## config.mk

```make
export PLATFORM = sky130hd
export DESIGN_NAME = semantic_version_parser
export DESIGN_NICKNAME = d
export VERILOG_FILES = /design/src/rtl/core/svp_pkg.sv /design/src/rtl/core/svp_acc.sv /design/src/rtl/core/svp_main.sv /design/src/rtl/core/svp_tag.sv /design/src/rtl/core/semantic_version_parser.sv
export SDC_FILE = /design/constraint.sdc
export NUM_CORES = 1
export LEC_CHECK = 0
export ABC_CLOCK_PERIOD_IN_PS = 16100
export BUFFER_PORTS_ARGS = -buffer_cell sky130_fd_sc_hd__clkbuf_2
export CAP_MARGIN = 40
export CORE_UTILIZATION = 55
export CTS_CLUSTER_SIZE = 10
export DETAILED_ROUTE_END_ITERATION = 16
export PLACE_DENSITY = 0.85
export SLEW_MARGIN = 0
export SYNTH_ARGS = -nofsm -noshare
export SYNTH_HDL_FRONTEND = slang
export SYNTH_SLANG_ARGS = --single-unit
```

## constraint.sdc

```tcl
create_clock -name clk -period 16.1 [get_ports clk]
set_input_delay 3.22 -clock clk [delete_from_list [all_inputs] [get_ports clk]]
set_output_delay 3.22 -clock clk [all_outputs]
set_load 0.005 [all_outputs]
```

## src/rtl/core/svp_pkg.sv

```systemverilog
// ----------------------------------------------------------------------------
// svp_pkg
// Codes, character constants, tag word table and the status structs of the
// semantic version parser.
// ----------------------------------------------------------------------------
`timescale 1ns / 1ps

package svp_pkg;

  // Characters of interest
  localparam logic [7:0] CH_DOT   = 8'h2E;
  localparam logic [7:0] CH_PLUS  = 8'h2B;
  localparam logic [7:0] CH_MINUS = 8'h2D;
  localparam logic [7:0] CH_SPACE = 8'h20;
  localparam logic [7:0] CH_ZERO  = 8'h30;
  localparam logic [7:0] CH_NINE  = 8'h39;
  localparam logic [7:0] CH_TAB   = 8'h09;
  localparam logic [7:0] CH_CR    = 8'h0D;

  // Section of the string
  localparam logic [1:0] SEC_MAIN = 2'd0;
  localparam logic [1:0] SEC_TAG  = 2'd1;
  localparam logic [1:0] SEC_META = 2'd2;

  // Component phases
  localparam logic [1:0] CPH_WS     = 2'd0;
  localparam logic [1:0] CPH_DIGITS = 2'd1;
  localparam logic [1:0] CPH_TRAIL  = 2'd2;
  localparam logic [1:0] CPH_BAD    = 2'd3;

  // Tag phases
  localparam logic [2:0] TPH_MATCH  = 3'd0;
  localparam logic [2:0] TPH_SEP    = 3'd1;
  localparam logic [2:0] TPH_PRE    = 3'd2;
  localparam logic [2:0] TPH_SIGN   = 3'd3;
  localparam logic [2:0] TPH_DIGITS = 3'd4;
  localparam logic [2:0] TPH_DONE   = 3'd5;
  localparam logic [2:0] TPH_NONUM  = 3'd6;
  localparam logic [2:0] TPH_DEAD   = 3'd7;

  // Tag kinds
  localparam logic [1:0] TAG_NONE  = 2'd0;
  localparam logic [1:0] TAG_ALPHA = 2'd1;
  localparam logic [1:0] TAG_BETA  = 2'd2;
  localparam logic [1:0] TAG_RC    = 2'd3;

  // Error and status codes
  localparam logic [1:0] ERR_NONE        = 2'd0;
  localparam logic [1:0] ERR_TAG_MISSING = 2'd1;
  localparam logic [1:0] ERR_OVERFLOW    = 2'd2;
  localparam logic [1:0] ERR_NOT_NUMERIC = 2'd3;

  localparam logic [2:0] ST_OK         = 3'd0;
  localparam logic [2:0] ST_BAD_COUNT  = 3'd4;

  localparam logic [2:0] PARTS_NEEDED  = 3'd3;
  localparam logic [2:0] COUNT_MAX     = 3'd7;

  // Result of the main-part tracker
  typedef struct packed {
    logic [30:0] major_part;
    logic [30:0] minor_part;
    logic [30:0] patch_part;
    logic [1:0]  comp_err;
    logic        count_three;
  } main_res_t;

  // Result of the tag tracker
  typedef struct packed {
    logic [1:0]  tag_kind;
    logic        has_tag_number;
    logic [31:0] tag_number;
    logic [1:0]  tag_err;
  } tag_res_t;

  function automatic logic is_digit(input logic [7:0] c);
    return (c >= CH_ZERO) && (c <= CH_NINE);
  endfunction

  function automatic logic is_ws(input logic [7:0] c);
    return (c == CH_SPACE) || ((c >= CH_TAB) && (c <= CH_CR));
  endfunction

  // Character p of tag word k (alpha, beta, rc)
  function automatic logic [7:0] tag_word_char(input logic [1:0] k, input logic [2:0] p);
    logic [7:0] r;
    r = 8'h00;
    case (k)
      2'd0: begin
        case (p)
          3'd0: r = 8'h61;
          3'd1: r = 8'h6C;
          3'd2: r = 8'h70;
          3'd3: r = 8'h68;
          3'd4: r = 8'h61;
          default: r = 8'h00;
        endcase
      end
      2'd1: begin
        case (p)
          3'd0: r = 8'h62;
          3'd1: r = 8'h65;
          3'd2: r = 8'h74;
          3'd3: r = 8'h61;
          default: r = 8'h00;
        endcase
      end
      2'd2: begin
        case (p)
          3'd0: r = 8'h72;
          3'd1: r = 8'h63;
          default: r = 8'h00;
        endcase
      end
      default: r = 8'h00;
    endcase
    return r;
  endfunction

  function automatic logic [2:0] tag_word_len(input logic [1:0] k);
    logic [2:0] r;
    case (k)
      2'd0:    r = 3'd5;
      2'd1:    r = 3'd4;
      2'd2:    r = 3'd2;
      default: r = 3'd0;
    endcase
    return r;
  endfunction

endpackage

```

## src/rtl/core/svp_acc.sv

```systemverilog
// ----------------------------------------------------------------------------
// svp_acc
// Decimal digit accumulator: acc * 10 + digit with sticky overflow above
// 2^(VALUE_BITS-1).
// ----------------------------------------------------------------------------
`timescale 1ns / 1ps

module svp_acc #(
  parameter int VALUE_BITS = 32
) (
  input  logic [VALUE_BITS-1:0] acc,
  input  logic                  over,
  input  logic [3:0]            digit,
  output logic [VALUE_BITS-1:0] acc_next,
  output logic                  over_next
);

  localparam logic [VALUE_BITS+3:0] MAG_LIMIT = {{4{1'b0}}, 1'b1, {(VALUE_BITS-1){1'b0}}};

  logic [VALUE_BITS+3:0] acc_wide;
  logic [VALUE_BITS+3:0] sum;

  // Shift-add times ten, then the digit
  assign acc_wide = {4'b0000, acc};
  assign sum      = (acc_wide << 3) + (acc_wide << 1) + {{VALUE_BITS{1'b0}}, digit};

  // Hold on overflow, otherwise take the new value
  always_comb begin
    acc_next  = acc;
    over_next = over;
    if (!over) begin
      if (sum > MAG_LIMIT) begin
        over_next = 1'b1;
      end else begin
        acc_next = sum[VALUE_BITS-1:0];
      end
    end
  end

endmodule

```

## src/rtl/core/svp_main.sv

```systemverilog
// ----------------------------------------------------------------------------
// svp_main
// Section tracker and dot-separated component parser of the main version part.
// ----------------------------------------------------------------------------
`timescale 1ns / 1ps

module svp_main #(
  parameter int VALUE_BITS = 32
) (
  input  logic              clk,
  input  logic              rst,
  input  logic              step,
  input  logic [7:0]        ch,
  input  logic              last,
  output logic              tag_en,
  output svp_pkg::main_res_t res
);

  typedef struct packed {
    logic [2:0]            index;
    logic [1:0]            phase;
    logic [VALUE_BITS-1:0] accum;
    logic                  over;
    logic [1:0]            err;
    logic [30:0]           p0;
    logic [30:0]           p1;
    logic [30:0]           p2;
  } comp_t;

  logic [1:0] section;
  logic [1:0] section_next;
  comp_t      comp;
  comp_t      comp_next;
  comp_t      comp_fin;

  logic [VALUE_BITS-1:0] acc_upd;
  logic                  over_upd;

  // Finish the open component and store its value
  function automatic comp_t close_comp(input comp_t s);
    comp_t                 r;
    logic [1:0]            e;
    logic [30:0]           val;
    logic [VALUE_BITS+30:0] wide;
    r    = s;
    e    = svp_pkg::ERR_NONE;
    val  = '0;
    wide = {{31{1'b0}}, s.accum};
    if (s.phase == svp_pkg::CPH_DIGITS || s.phase == svp_pkg::CPH_TRAIL) begin
      if (s.over || s.accum[VALUE_BITS-1]) begin
        e = svp_pkg::ERR_OVERFLOW;
      end else begin
        val = wide[30:0];
      end
    end else begin
      e = svp_pkg::ERR_NOT_NUMERIC;
    end
    if (s.err == svp_pkg::ERR_NONE) begin
      r.err = e;
    end
    case (s.index)
      3'd0:    r.p0 = val;
      3'd1:    r.p1 = val;
      3'd2:    r.p2 = val;
      default: ;
    endcase
    if (s.index < svp_pkg::COUNT_MAX) begin
      r.index = s.index + 3'd1;
    end
    r.phase = svp_pkg::CPH_WS;
    r.accum = '0;
    r.over  = 1'b0;
    return r;
  endfunction

  svp_acc #(
    .VALUE_BITS(VALUE_BITS)
  ) u_acc (
    .acc      (comp.accum),
    .over     (comp.over),
    .digit    (ch[3:0]),
    .acc_next (acc_upd),
    .over_next(over_upd)
  );

  // Advance section and component state by one character
  always_comb begin
    section_next = section;
    comp_next    = comp;
    tag_en       = (section == svp_pkg::SEC_TAG) && (ch != svp_pkg::CH_PLUS);
    unique case (section)
      svp_pkg::SEC_MAIN: begin
        if (ch == svp_pkg::CH_PLUS) begin
          comp_next    = close_comp(comp);
          section_next = svp_pkg::SEC_META;
        end else if (ch == svp_pkg::CH_MINUS) begin
          comp_next    = close_comp(comp);
          section_next = svp_pkg::SEC_TAG;
        end else if (ch == svp_pkg::CH_DOT) begin
          comp_next = close_comp(comp);
        end else begin
          case (comp.phase)
            svp_pkg::CPH_WS: begin
              if (svp_pkg::is_digit(ch)) begin
                comp_next.accum = acc_upd;
                comp_next.over  = over_upd;
                comp_next.phase = svp_pkg::CPH_DIGITS;
              end else if (!svp_pkg::is_ws(ch)) begin
                comp_next.phase = svp_pkg::CPH_BAD;
              end
            end
            svp_pkg::CPH_DIGITS: begin
              if (svp_pkg::is_digit(ch)) begin
                comp_next.accum = acc_upd;
                comp_next.over  = over_upd;
              end else begin
                comp_next.phase = svp_pkg::CPH_TRAIL;
              end
            end
            default: ;
          endcase
        end
      end
      svp_pkg::SEC_TAG: begin
        if (ch == svp_pkg::CH_PLUS) begin
          section_next = svp_pkg::SEC_META;
        end
      end
      default: ;
    endcase
  end

  // Close a component still open at the end of the string
  always_comb begin
    comp_fin = (section_next == svp_pkg::SEC_MAIN) ? close_comp(comp_next) : comp_next;
    res.major_part  = comp_fin.p0;
    res.minor_part  = comp_fin.p1;
    res.patch_part  = comp_fin.p2;
    res.comp_err    = comp_fin.err;
    res.count_three = (comp_fin.index == svp_pkg::PARTS_NEEDED);
  end

  // Hold state; return to the initial state after the last character
  always_ff @(posedge clk) begin
    if (rst || (step && last)) begin
      section <= svp_pkg::SEC_MAIN;
      comp    <= '0;
    end else if (step) begin
      section <= section_next;
      comp    <= comp_next;
    end
  end

endmodule

```

## src/rtl/core/svp_tag.sv

```systemverilog
// ----------------------------------------------------------------------------
// svp_tag
// Pre-release tag parser: matches alpha, beta or rc, skips one separator and
// reads an optionally negative tag number.
// ----------------------------------------------------------------------------
`timescale 1ns / 1ps

module svp_tag #(
  parameter int VALUE_BITS = 32
) (
  input  logic              clk,
  input  logic              rst,
  input  logic              step,
  input  logic              tag_en,
  input  logic [7:0]        ch,
  input  logic              last,
  output svp_pkg::tag_res_t res
);

  logic [2:0]            word_pos;
  logic [2:0]            word_pos_next;
  logic [2:0]            alive;
  logic [2:0]            alive_next;
  logic [1:0]            kind;
  logic [1:0]            kind_next;
  logic [VALUE_BITS-1:0] accum;
  logic [VALUE_BITS-1:0] accum_next;
  logic                  over;
  logic                  over_next;
  logic                  negative;
  logic                  negative_next;
  logic [2:0]            phase;
  logic [2:0]            phase_next;

  logic [VALUE_BITS-1:0] acc_upd;
  logic                  over_upd;
  logic [VALUE_BITS+31:0] mag_wide;
  logic [VALUE_BITS+31:0] neg_wide;

  svp_acc #(
    .VALUE_BITS(VALUE_BITS)
  ) u_acc (
    .acc      (accum),
    .over     (over),
    .digit    (ch[3:0]),
    .acc_next (acc_upd),
    .over_next(over_upd)
  );

  // Advance the tag state by one character
  always_comb begin
    word_pos_next = word_pos;
    alive_next    = alive;
    kind_next     = kind;
    accum_next    = accum;
    over_next     = over;
    negative_next = negative;
    phase_next    = phase;
    if (tag_en) begin
      case (phase)
        svp_pkg::TPH_MATCH: begin
          for (int k = 0; k < 3; k++) begin
            if (alive[k] && !((word_pos < svp_pkg::tag_word_len(2'(k))) &&
                (svp_pkg::tag_word_char(2'(k), word_pos) == ch))) begin
              alive_next[k] = 1'b0;
            end
          end
          if (word_pos < svp_pkg::COUNT_MAX) begin
            word_pos_next = word_pos + 3'd1;
          end
          for (int k = 0; k < 3; k++) begin
            if (alive_next[k] && (svp_pkg::tag_word_len(2'(k)) == word_pos_next)) begin
              kind_next  = 2'(k + 1);
              phase_next = svp_pkg::TPH_SEP;
            end
          end
          if (alive_next == 3'b000) begin
            phase_next = svp_pkg::TPH_DEAD;
          end
        end
        svp_pkg::TPH_SEP: begin
          phase_next = svp_pkg::TPH_PRE;
        end
        svp_pkg::TPH_PRE: begin
          if (svp_pkg::is_ws(ch)) begin
            phase_next = svp_pkg::TPH_PRE;
          end else if (ch == svp_pkg::CH_MINUS) begin
            negative_next = 1'b1;
            phase_next    = svp_pkg::TPH_SIGN;
          end else if (svp_pkg::is_digit(ch)) begin
            accum_next = acc_upd;
            over_next  = over_upd;
            phase_next = svp_pkg::TPH_DIGITS;
          end else begin
            phase_next = svp_pkg::TPH_NONUM;
          end
        end
        svp_pkg::TPH_SIGN: begin
          if (svp_pkg::is_digit(ch)) begin
            accum_next = acc_upd;
            over_next  = over_upd;
            phase_next = svp_pkg::TPH_DIGITS;
          end else begin
            phase_next = svp_pkg::TPH_NONUM;
          end
        end
        svp_pkg::TPH_DIGITS: begin
          if (svp_pkg::is_digit(ch)) begin
            accum_next = acc_upd;
            over_next  = over_upd;
          end else begin
            phase_next = svp_pkg::TPH_DONE;
          end
        end
        default: ;
      endcase
    end
  end

  // Evaluate the tag number at the end of the string
  always_comb begin
    mag_wide           = {{32{1'b0}}, accum_next};
    neg_wide           = -mag_wide;
    res.tag_kind       = kind_next;
    res.has_tag_number = 1'b0;
    res.tag_number     = '0;
    res.tag_err        = svp_pkg::ERR_NONE;
    if (kind_next != svp_pkg::TAG_NONE) begin
      case (phase_next)
        svp_pkg::TPH_PRE, svp_pkg::TPH_SIGN, svp_pkg::TPH_NONUM: begin
          res.tag_err = svp_pkg::ERR_TAG_MISSING;
        end
        svp_pkg::TPH_DIGITS, svp_pkg::TPH_DONE: begin
          if (over_next || (!negative_next && accum_next[VALUE_BITS-1])) begin
            res.tag_err = svp_pkg::ERR_OVERFLOW;
          end else begin
            res.has_tag_number = 1'b1;
            res.tag_number     = negative_next ? neg_wide[31:0] : mag_wide[31:0];
          end
        end
        default: ;
      endcase
    end
  end

  // Hold state; return to the initial state after the last character
  always_ff @(posedge clk) begin
    if (rst || (step && last)) begin
      word_pos <= '0;
      alive    <= 3'b111;
      kind     <= svp_pkg::TAG_NONE;
      accum    <= '0;
      over     <= 1'b0;
      negative <= 1'b0;
      phase    <= svp_pkg::TPH_MATCH;
    end else if (step) begin
      word_pos <= word_pos_next;
      alive    <= alive_next;
      kind     <= kind_next;
      accum    <= accum_next;
      over     <= over_next;
      negative <= negative_next;
      phase    <= phase_next;
    end
  end

endmodule

```

## src/rtl/core/semantic_version_parser.sv

```systemverilog
// ----------------------------------------------------------------------------
// semantic_version_parser
// Streaming semantic version string parser, one character per transfer.
// ----------------------------------------------------------------------------
// The block takes one ASCII character per cycle on the s_ side and, on the
// character flagged by s_tlast, delivers one result on the m_ side: major,
// minor and patch numbers, the pre-release tag kind and number, and a status.
// Characters go into an input register; from there one pass of logic
// updates the parser state and, for the last character, loads the output
// register once it is free. The sustained rate is one character per cycle;
// it drops only while a finished result waits on m_tready and another
// string end arrives. Numbers are read with VALUE_BITS-bit signed range
// checks. No clearing pass is needed after reset.
`timescale 1ns / 1ps

module semantic_version_parser #(
  parameter int VALUE_BITS = 32
) (
  input  logic         clk,
  input  logic         rst,
  input  logic         s_tvalid,
  output logic         s_tready,
  input  logic [7:0]   s_tdata,   // [7:0] ch
  input  logic         s_tlast,
  output logic         m_tvalid,
  input  logic         m_tready,
  // [30:0] major_part, [61:31] minor_part, [92:62] patch_part, [94:93] tag_kind,
  // [95] has_tag_number, [127:96] tag_number, [130:128] status, [135:131] zero
  output logic [135:0] m_tdata
);

  logic       in_valid;
  logic [7:0] in_ch;
  logic       in_last;
  logic       step;
  logic       tag_en;
  logic [2:0] status;

  svp_pkg::main_res_t main_res;
  svp_pkg::tag_res_t  tag_res;

  // Step when the character makes no result or the output slot frees up
  assign step     = in_valid && (!in_last || !m_tvalid || m_tready);
  assign s_tready = !in_valid || step;

  // Input register
  always_ff @(posedge clk) begin
    if (rst) begin
      in_valid <= 1'b0;
    end else if (s_tvalid && s_tready) begin
      in_valid <= 1'b1;
    end else if (step) begin
      in_valid <= 1'b0;
    end
  end

  always_ff @(posedge clk) begin
    if (s_tvalid && s_tready) begin
      in_ch   <= s_tdata;
      in_last <= s_tlast;
    end
  end

  svp_main #(
    .VALUE_BITS(VALUE_BITS)
  ) u_main (
    .clk   (clk),
    .rst   (rst),
    .step  (step),
    .ch    (in_ch),
    .last  (in_last),
    .tag_en(tag_en),
    .res   (main_res)
  );

  svp_tag #(
    .VALUE_BITS(VALUE_BITS)
  ) u_tag (
    .clk   (clk),
    .rst   (rst),
    .step  (step),
    .tag_en(tag_en),
    .ch    (in_ch),
    .last  (in_last),
    .res   (tag_res)
  );

  // Tag error first, then component error, then component count
  always_comb begin
    if (tag_res.tag_err != svp_pkg::ERR_NONE) begin
      status = {1'b0, tag_res.tag_err};
    end else if (main_res.comp_err != svp_pkg::ERR_NONE) begin
      status = {1'b0, main_res.comp_err};
    end else if (!main_res.count_three) begin
      status = svp_pkg::ST_BAD_COUNT;
    end else begin
      status = svp_pkg::ST_OK;
    end
  end

  // Output register
  always_ff @(posedge clk) begin
    if (rst) begin
      m_tvalid <= 1'b0;
    end else if (step && in_last) begin
      m_tvalid <= 1'b1;
    end else if (m_tready) begin
      m_tvalid <= 1'b0;
    end
  end

  always_ff @(posedge clk) begin
    if (step && in_last) begin
      m_tdata <= {5'b00000, status, tag_res.tag_number, tag_res.has_tag_number,
                  tag_res.tag_kind, main_res.patch_part, main_res.minor_part,
                  main_res.major_part};
    end
  end

endmodule

```

---- After elaboration in Yosys (flattened, before gate mapping) ----
Index checks and enable logic that the tools add are counted.
storage, ports and cells
  input bits .............................. 13
  register bits ........................... 322
  word-level logic and storage cells ...... 246
cells by class
  reduce and logical (&&, ||, !) cells .... 56
  bitwise operators ....................... 2
  eq/ne operators ......................... 34
  order comparisons ....................... 12
  multiplexer cells ....................... 110
  add/subtract/negate cells ............... 8
operators with widths
  cell                    number
  $mux W133               4
  $mux W31                10
  $mux W32                9
  $mux W95                1
  $add A35 B33 Y36        2
  $add A36 B4 Y36         2
  $gt A36 B32 Y1 const B  2
  $pmux W35 S2            1
  $mux W33                2
  $pmux W32 S2            1
  $mux W3                 21
  $pmux W7 S4             2
  $mux W8                 6
  $mux W2                 22
  $mux W35                1
  $eq A8 B6 Y1 const B    4
  $neg A32 Y32            1
  $eq A3 B2 Y1 const B    9
  $mux W1                 25
  $eq A8 B8 Y1            3
  $logic_and A1 B1 Y1     16
  $eq A3 B3 Y1 const B    5
  $logic_not A3 Y1        5
  $pmux W3 S5             1
  other kinds (24)        67

---- Logic depth before layout (Yosys ltp) ----
Gate-level depths: netlist (run 1).
  depth after elaboration ................. 25
  gate-level depth with buffers ........... 22
  gate-level depth less buffers ........... 21

---- By module ----
From an unflattened synthesis (run 1), not the netlist that was laid out.
unflattened totals
  cells, all modules ...................... 2760
  area total of the unflattened synthesis .. 23412.5 um^2
modules (own cells, without submodules)
  module                   cells each  instances  area each (um^2)  seq. area each (um^2)
  svp_main                 1042        1          8087.8            2702.6
  semantic_version_parser  164         1          4374.2            4244.1
  svp_acc at u_main.u_acc  592         1          4130.2            0.0
  svp_tag                  538         1          3856.2            900.9
  svp_acc at u_tag.u_acc   424         1          2964.1            0.0

---- Least setup slack after synthesis (run 1) ----
OpenSTA, ideal clock, no wires.
  path kind ............................... input to register
  from .................................... in m_tready
  to ...................................... reg u_main.comp[0] in the netlist's numbering
  path slack .............................. 8.223 ns
  data arrival time ....................... 7.749 ns
  buffers on the path ..................... 3
  cell stages on the path ................. 8
  data required time ...................... 15.972 ns
  cell sequence ........................... nor2b_1 nand2_1 and3_1 or2_2 clkbuf_1 clkbuf_1 clkbuf_1 nor2_1
between the ends
  longest elaborated chain between the ends .. 4
RTL lines
  element                  RTL line                       RTL
  from (decl)              semantic_version_parser.sv:26  input logic m_tready,
  $logic_or A1 B1 Y1 (*)   semantic_version_parser.sv:43  assign step = in_valid && (!in_last || !m_tvalid || m_tready);
  $logic_and A1 B1 Y1 (*)  semantic_version_parser.sv:43
  $logic_and A1 B1 Y1      svp_main.sv:145                if (rst || (step && last)) begin
  $logic_or A1 B1 Y1       svp_main.sv:145
  to (signal assigned)     svp_main.sv:150                comp <= comp_next;
  to (decl)                svp_main.sv:32                 comp_t comp;
Every way passes the cells marked *; elsewhere a longest branch is shown, timed or not.
A chain may end at the register's enable or synchronous reset.

==> results of run 1 <==
[cells in the mapped netlist, types with 20 or more instances]
library cell	count	area, um^2
o211ai_1	20	150
and3_1	25	156
xor2_1	42	368
ha_1	142	1780
inv_1	49	184
dfxtp_1	182	3640
nor2_1	481	1810
a21oi_1	316	1580
nand3_1	28	140
xnor2_1	34	298
nor3_1	45	225
edfxtp_1	140	4200
a22oi_1	58	435
nand2_1	164	616
o21ai_0	69	345
a211oi_1	60	450
a31oi_1	26	163
o22ai_1	80	500
clkbuf_1	132	495
a21o_1	37	278
[sequential cells by signal, summed over array words and instances (netlist names), 2 cells and up]
signal and flops:
in_ch 8, u_main.comp 133, u_main.section 2, u_tag.alive 3, u_tag.kind 2, u_tag.word_pos 3, u_tag.accum 32, u_tag.phase 3
m_tdata 131
[critical path, stage by stage, from the launching register on]
cell	delay (ps)
edfxtp_1	550
fa_1	640
inv_1	70
fa_1	460
nor2b_1	160
o21ai_2	90
nand2_1	90
xor2_1	100
or4_1	520
or4b_1	510
or4_1	510
nor4_1	360
nand4_1	230
nand2_1	140
and3_1	160
buf_4	350
nor2_2	100
a2111oi_4	770
nand2_2	660
o22ai_1	400
[logic make-up after synthesis]
logic type	after synthesis	synth area share, %
multiplexers	15	0.755
adder cells (fa/ha/maj)	146	9.11
buffers and inverters	200	3.86
XOR/XNOR	76	3.27
AND/OR/NAND/NOR	893	19.7
other	1	0.0184
flip-flops	322	38.5
AO/OA/AOI/OAI	794	24.8
[cell type report]
cell class / instances / area, um^2
fillers: 3004 / 13900
multi-input cells: 1929 / 11800
flip-flops and latches: 322 / 7850
clock buffers: 65 / 1090
repair buffers: 176 / 1020
well taps: 468 / 586
inverters: 49 / 184
clock inverters: 7 / 97.6
[per-layer routing]
metal | wire, um | up-vias | part of all wire, %
li1 | - | 9089 | -
met1 | 25000 | 9250 | 41
met2 | 28500 | 1133 | 47
met3 | 5700 | 170 | 9.4
met4 | 1800 | 0 | 3.0
met5 | 0 | - | 0
[power by group through the flow]
stage          registers, mW  clock network, mW  logic, mW
2_1_floorplan          0.893                  0      0.136
3_3_place_gp           0.897                  0      0.186
3_5_place_dp           0.898                  0      0.193
4_1_cts                0.881              0.838      0.194
5_1_grt                0.882              0.871      0.213
6_report               0.881              0.832      0.199
[cell usage in the layout (no fill, tap or decap), types with 6 or more instances in the layout]
cell type,n
nand4_1,16
a211oi_1,60
and3_1,24
nand3_1,25
o21a_1,17
o21ai_0,69
a211o_1,8
nor2b_1,18
nor3_1,44
xnor2_1,34
a22o_1,7
buf_4,24
or3_1,12
o21bai_1,9
clkbuf_1,24
xor2_1,42
a21oi_1,316
nor2_1,481
nor4_1,17
or4_1,9
nand2_1,161
a31oi_1,25
and2_1,17
nand2b_1,14
nand2_2,6
o211ai_1,20
o22ai_1,80
inv_1,49
dfxtp_1,182
edfxtp_1,140
a22oi_1,58
a21o_1,37
mux2i_1,12
clkbuf_2,145
o31ai_1,7
ha_1,142
and4_1,10
a41oi_1,6
clkbuf_16,39
a31o_2,7
[worst min-delay path by stage]
stage | startpoint | to | slack (ps) | cells past startpoint
floorplan | u_tag.alive[2] | u_tag.alive[2] | 430 | 1
global placement | u_tag.alive[2] | u_tag.alive[2] | 440 | 1
detailed placement | u_tag.alive[2] | u_tag.alive[2] | 450 | 1
CTS | u_tag.alive[2] | u_tag.alive[2] | 470 | 1
global route | u_tag.alive[2] | u_tag.alive[2] | 490 | 1
finish | u_tag.alive[2] | u_tag.alive[2] | 460 | 1
==> results.txt, run 1 <==
Worst Setup EP - m_tdata[51]
CTS Sinks - 322
Cts bufs inserted - 39
Status - complete, no violations
Drt initial violations - 2111
Final Cell Area - 22600 um^2
Nets - 2676
Sw Ratio - 26.2%
Worst setup margin - 9040 ps
Hold Fails Final Rpt - 0
Sequential fraction of the synthesis area - 38.5%
Logic pwr share - 10.4%
# DRC - 0
Final Cycle Share - 43.9%
Nature of the critical path endpoint - register
Via count - 19642
Worst rel slew slack - 41.3%
Hold/Removal Path Class - reg2reg
Initial antenna violation count - 0
Placed Cells - 2944
Worst slack at placement - 9090 ps
Starting Density - 55.8%
Leakage Power - 8.72 nW
Grt met2 use - 52.1%
Clk Latency, worst-skew pair - 570 ps
Gate Count Post-Synth - 2447
Final WL - 60.9 mm
WS Path Type - reg2reg
Crit path DAT - 7450 ps
Reg2reg end - m_tdata[51]
Die height - 195 um
Worst reg-to-reg path cell count - 19
Area added between synthesis and finish - 11.1%
GR Util met3 - 4.63%
Final cell count without fillers - 3016
Layout cells sized above 1 - 10.8%
Met1 Resource Use GR - 41.9%
P_int - 1.41 mW
Synthesis-stage register bit count - 322
Final setup fails - 0
Number of synthesized flops with an enable pin - 140
Yosys warning total - 0
Antenna fix cells - 0
Antenna viol nets, final - 0
Max frequency - 0.142 GHz
DR WL/cell - 20.2 um
Setup TNS - 0 ps
CTS tree - built
Core area - 36500 um^2
Drt pass-1 iters - 6
Clock Skews - 32.0 ps
Main synth FF type - dfxtp_1
Post-synth ARST share - 0%
Largest net degree at the start of global routing - 81
IR drop worst, VDD - 0.0000626 V
Seq pwr share - 46.1%
Mapped Area - 20400 um^2
Die Area - 37800 um^2
Site row count - 70
Post-route total power - 1.91 mW
Crit path launch type - register
Critical Path Source - in_ch[3]
Crit Path Max Fanout - 32
Post-cts gate resize count - 0
Psw - 0.501 mW
Die Wd - 195 um
Gpl congestion - 1.02
Power Dens Cells - 84.4 nW/um^2
First-pass GRT wire length - 96.9 mm
Clk buf depth - 3
Final Core Density - 62.0%
Total grt overflow - 0
Mean post-synth cell area - 8.33 um^2
Port buffer count - 145
CTS Hold Bufs - 0
Count of cell types in the netlist - 96
Maxcap violations - 0
CTS H-tree depth - 2
Clock network fraction of design power - 43.5%
Post-CTS Setup Inserts - 0
I/O pin total - 151
CP Data Required Time - 16480 ps
Detail Placement HPWL - 42.8 mm
Clock root cell - clkbuf_16
Placement-stage cell area - 21400 um^2
R2r setup slk - 9040 ps
FF-to-FF Start - in_ch[3]
GR peak layer - met2
Crit path time final - 7060 ps
Pins over their slew limit - 0
Tightest Pin Transition - 880 ps
RSZ-0062 raised after global routing - no
Worst-path clk slew - 60 ps
Number of global-route vias before repair - 17995
Routed vias/inst - 6.51
All-Layer GR Usage - 31.5%
Hold slack - 464 ps
Power figures use the tool's default switching activity.
==> run 2, diff against run 1 <==
--- a/config.mk
+++ b/config.mk
@@ -5,13 +5,14 @@
 export SDC_FILE = /design/constraint.sdc
 export NUM_CORES = 1
 export LEC_CHECK = 0
-export ABC_CLOCK_PERIOD_IN_PS = 16100
+export ABC_AREA = 1
+export ABC_CLOCK_PERIOD_IN_PS = 7200
 export BUFFER_PORTS_ARGS = -buffer_cell sky130_fd_sc_hd__clkbuf_2
 export CAP_MARGIN = 40
 export CORE_UTILIZATION = 55
 export CTS_CLUSTER_SIZE = 10
 export DETAILED_ROUTE_END_ITERATION = 16
-export PLACE_DENSITY = 0.85
+export PLACE_DENSITY = 0.84
 export SLEW_MARGIN = 0
 export SYNTH_ARGS = -nofsm -noshare
 export SYNTH_HDL_FRONTEND = slang
==> constraint.sdc (replaced) <==
create_clock -name clk -period 7.2 [get_ports clk]
set_input_delay 1.44 -clock clk [delete_from_list [all_inputs] [get_ports clk]]
set_output_delay 1.44 -clock clk [all_outputs]
set_load 0.005 [all_outputs]
==> run 2 against run 1 <==
Against the previous run:
- via count increased by 19%
- final cell count increased by 36%
- cell area increased by 14%
- die area increased by 15%
==> results.txt, run 2 <==
Status - complete, no violations
Mapped Area - 23400 um^2 (+15%)
Initial antenna violation count - 0 (unchanged)
Placement-stage cell area - 24500 um^2 (+14%)
Hold Fails Final Rpt - 0 (unchanged)
Number of global-route vias before repair - 21391 (+19%)
Starting Density - 55.8% (about the same)
CTS H-tree depth - 2 (unchanged)
Total grt overflow - 0 (unchanged)
Crit path launch type - register
Hold/Removal Path Class - reg2reg
Antenna viol nets, final - 0 (unchanged)
Clock root cell - clkbuf_16
Leading area contributor after synthesis - edfxtp_1
Crit-path slowest cell - fa_1
Grt met2 use - 51.2% (-0.88 points)
Max frequency - 0.183 GHz (+29%)
CTS Hold Bufs - 0 (unchanged)
CTS tree - built
Logic pwr share - 18.9% (+8.5 points)
Final WL - 71.5 mm (+17%)
Commonest non-fill, non-tap cell in the layout - nand2_1
Mean post-synth cell area - 6.77 um^2 (-19%)
Post-cts gate resize count - 0 (unchanged)
Gate Count Post-Synth - 3461 (+41%)
IR drop worst, VDD - 0.000179 V (+190%)
Delay-heaviest family, CP - simple AND/OR/NAND/NOR gates
Site row count - 75 (+7.1%)
Die Area - 43400 um^2 (+15%)
All-Layer GR Usage - 32.8% (+1.3 points)
Count of cell types in the netlist - 66 (-31%)
Worst slack at placement - 1830 ps (-7260 ps)
Clock Skews - 28.7 ps (-3.31 ps)
Clock network fraction of design power - 39.5% (-4.0 points)
Most instantiated cells after synthesis - nand2_1, inv_1, o21ai_0, a21oi_1, nor2_1
Count leader, synth - nand2_1
Clk Latency, worst-skew pair - 560 ps (about the same)
Main synth FF type - dfxtp_1
Worst setup margin - 1740 ps (-7300 ps)
Gpl congestion - 1.05 (+3.3%)
Largest net degree at the start of global routing - 97 (+20%)
Nature of the critical path endpoint - register
Crit path buf inv count - 6 (+4)
P_int - 3.46 mW (+150%)
Final Cycle Share - 75.8% (+32 points)
R2r setup slk - 1740 ps (-7300 ps)
Worst path most repeated cell - nand2_1
Core area - 41900 um^2 (+15%)
Synthesis-stage register bit count - 322 (unchanged)
Power Dens Cells - 193 nW/um^2 (+130%)
Top cells by area, synth - edfxtp_1, dfxtp_1, nand2_1
Crit path time final - 5460 ps (-1600 ps)
Routed vias/inst - 5.69 (-13%)
I/O pin total - 151 (unchanged)
Antenna fix cells - 0 (unchanged)
Yosys warning total - 0 (unchanged)
Worst rel slew slack - 38.0% (-3.4 points)
Seq pwr share - 41.5% (-4.6 points)
GR peak layer - met2
Detail Placement HPWL - 52.2 mm (+22%)
First-pass GRT wire length - 114 mm (+18%)
Crit Path Max Fanout - 36 (+13%)
Via count - 23362 (+19%)
Cts bufs inserted - 40 (+2.6%)
Layout cells sized above 1 - 10.0% (-0.75 points)
Sequential fraction of the synthesis area - 33.5% (-5.0 points)
Share of Yosys cell area claimed by the top area cell type - 18.0% (-2.7 points)
WS Path Type - reg2reg
Tightest Pin Transition - 931 ps (+50.6 ps)
Number of synthesized flops with an enable pin - 140 (unchanged)
Nets - 3693 (+38%)
Drt pass-1 iters - 8 (+2)
Biggest regs - u_main.comp (133), m_tdata (131), u_tag.accum (32)
Biggest register - u_main.comp
Post-synth ARST share - 0% (unchanged)
DR WL/cell - 17.4 um (-14%)
Maxcap violations - 0 (unchanged)
Final setup fails - 0 (unchanged)
# DRC - 0 (unchanged)
Max FFs per register - 133 (unchanged)
Met1 Resource Use GR - 45.9% (+3.9 points)
Worst path max stage delay - 630 ps (-140 ps)
Final Cell Area - 25800 um^2 (+14%)
Commonest cells after routing, fill and taps aside - nand2_1, inv_1, o21ai_0
Die height - 208 um (+7.1%)
Area added between synthesis and finish - 10.2%
Leakage Power - 13.1 nW (+50%)
Sw Ratio - 30.4% (+4.2 points)
CTS Sinks - 322 (unchanged)
GR Util met3 - 5.21% (+0.57 points)
CP Data Required Time - 7500 ps (-8980 ps)
Pins over their slew limit - 0 (unchanged)
Die Wd - 208 um (+7.1%)
Setup TNS - 0 ps (unchanged)
RSZ-0062 raised after global routing - no
Worst-path clk slew - 60 ps (about the same)
Port buffer count - 145 (unchanged)
Clk buf depth - 3 (unchanged)
Drt initial violations - 2858 (+35%)
Psw - 1.51 mW (+200%)
Post-CTS Setup Inserts - 0 (unchanged)
Crit path DAT - 5760 ps (-1690 ps)
-- run 2: worst paths after layout --
check	from	cells after the start	endpoint
max	in_ch[3]	33	m_tdata[126]
min	u_tag.alive[0]	2	u_tag.alive[0]
max reg2reg	in_ch[3]	33	m_tdata[126]
min reg2reg	u_tag.alive[0]	2	u_tag.alive[0]
-- run 2: power groups by stage --
| stage | clock [mW] | combinational [mW] | sequential, mW |
|---|---|---|---|
| floorplan | 0 | 0.669 | 2.08 |
| global placement | 0 | 0.901 | 2.10 |
| detailed placement | 0 | 0.915 | 2.10 |
| CTS | 1.98 | 0.922 | 2.06 |
| global route | 2.06 | 1.04 | 2.07 |
| finish | 1.97 | 0.943 | 2.07 |
-- run 2: layout make-up --
class	instances	area, um^2
Tap cell	539	674
Timing Repair Buffer	179	1040
Clock buffer	69	1220
Sequential cell	322	7850
Clock inverter	4	56.3
Multi-Input combinational cell	2398	12700
Fill cell	3772	16100
Inverter	593	2240
-- run 2: per-stage QoR --
stage	hold slack [ps]	utilization [%]	total power, mW	cells
floorplan	429	-	2.75	3465
global placement	446	58.2	3.00	4027
detailed placement	455	58.5	3.02	4031
CTS	470	61.5	4.97	4104
global route	486	61.5	5.17	4104
finish	474	61.5	4.98	4104
-- run 2: layer usage --
metal | share of wire, % | vias up
met5 | 0 | -
met4 | 3.2 | 0
met3 | 9.2 | 178
met2 | 44 | 1192
met1 | 44 | 10581
li1 | - | 11411
-- run 2: worst reg2reg max path: cells and delay by family, from the launching register on --
family | cells | cell delay (ps)
simple gates | 22 | 2160
fa+ha+maj | 3 | 1190
buf+inv | 6 | 940
flops | 1 | 590
xor+xnor | 1 | 200
compound gates | 1 | 140
-- run 2: cell families (layout without fill, tap and decap cells) --
group,count (synthesis),in the layout,synth area share [%]
adders and majority gates,146,146,7.93
and+or+nand+nor,1483,1483,27.0
DFF,322,322,33.5
AOI/OAI and AO/OA,725,725,17.6
buffers and inverters,745,845,12.5
other,1,5,0.0160
xor gates and xnor gates,39,39,1.49
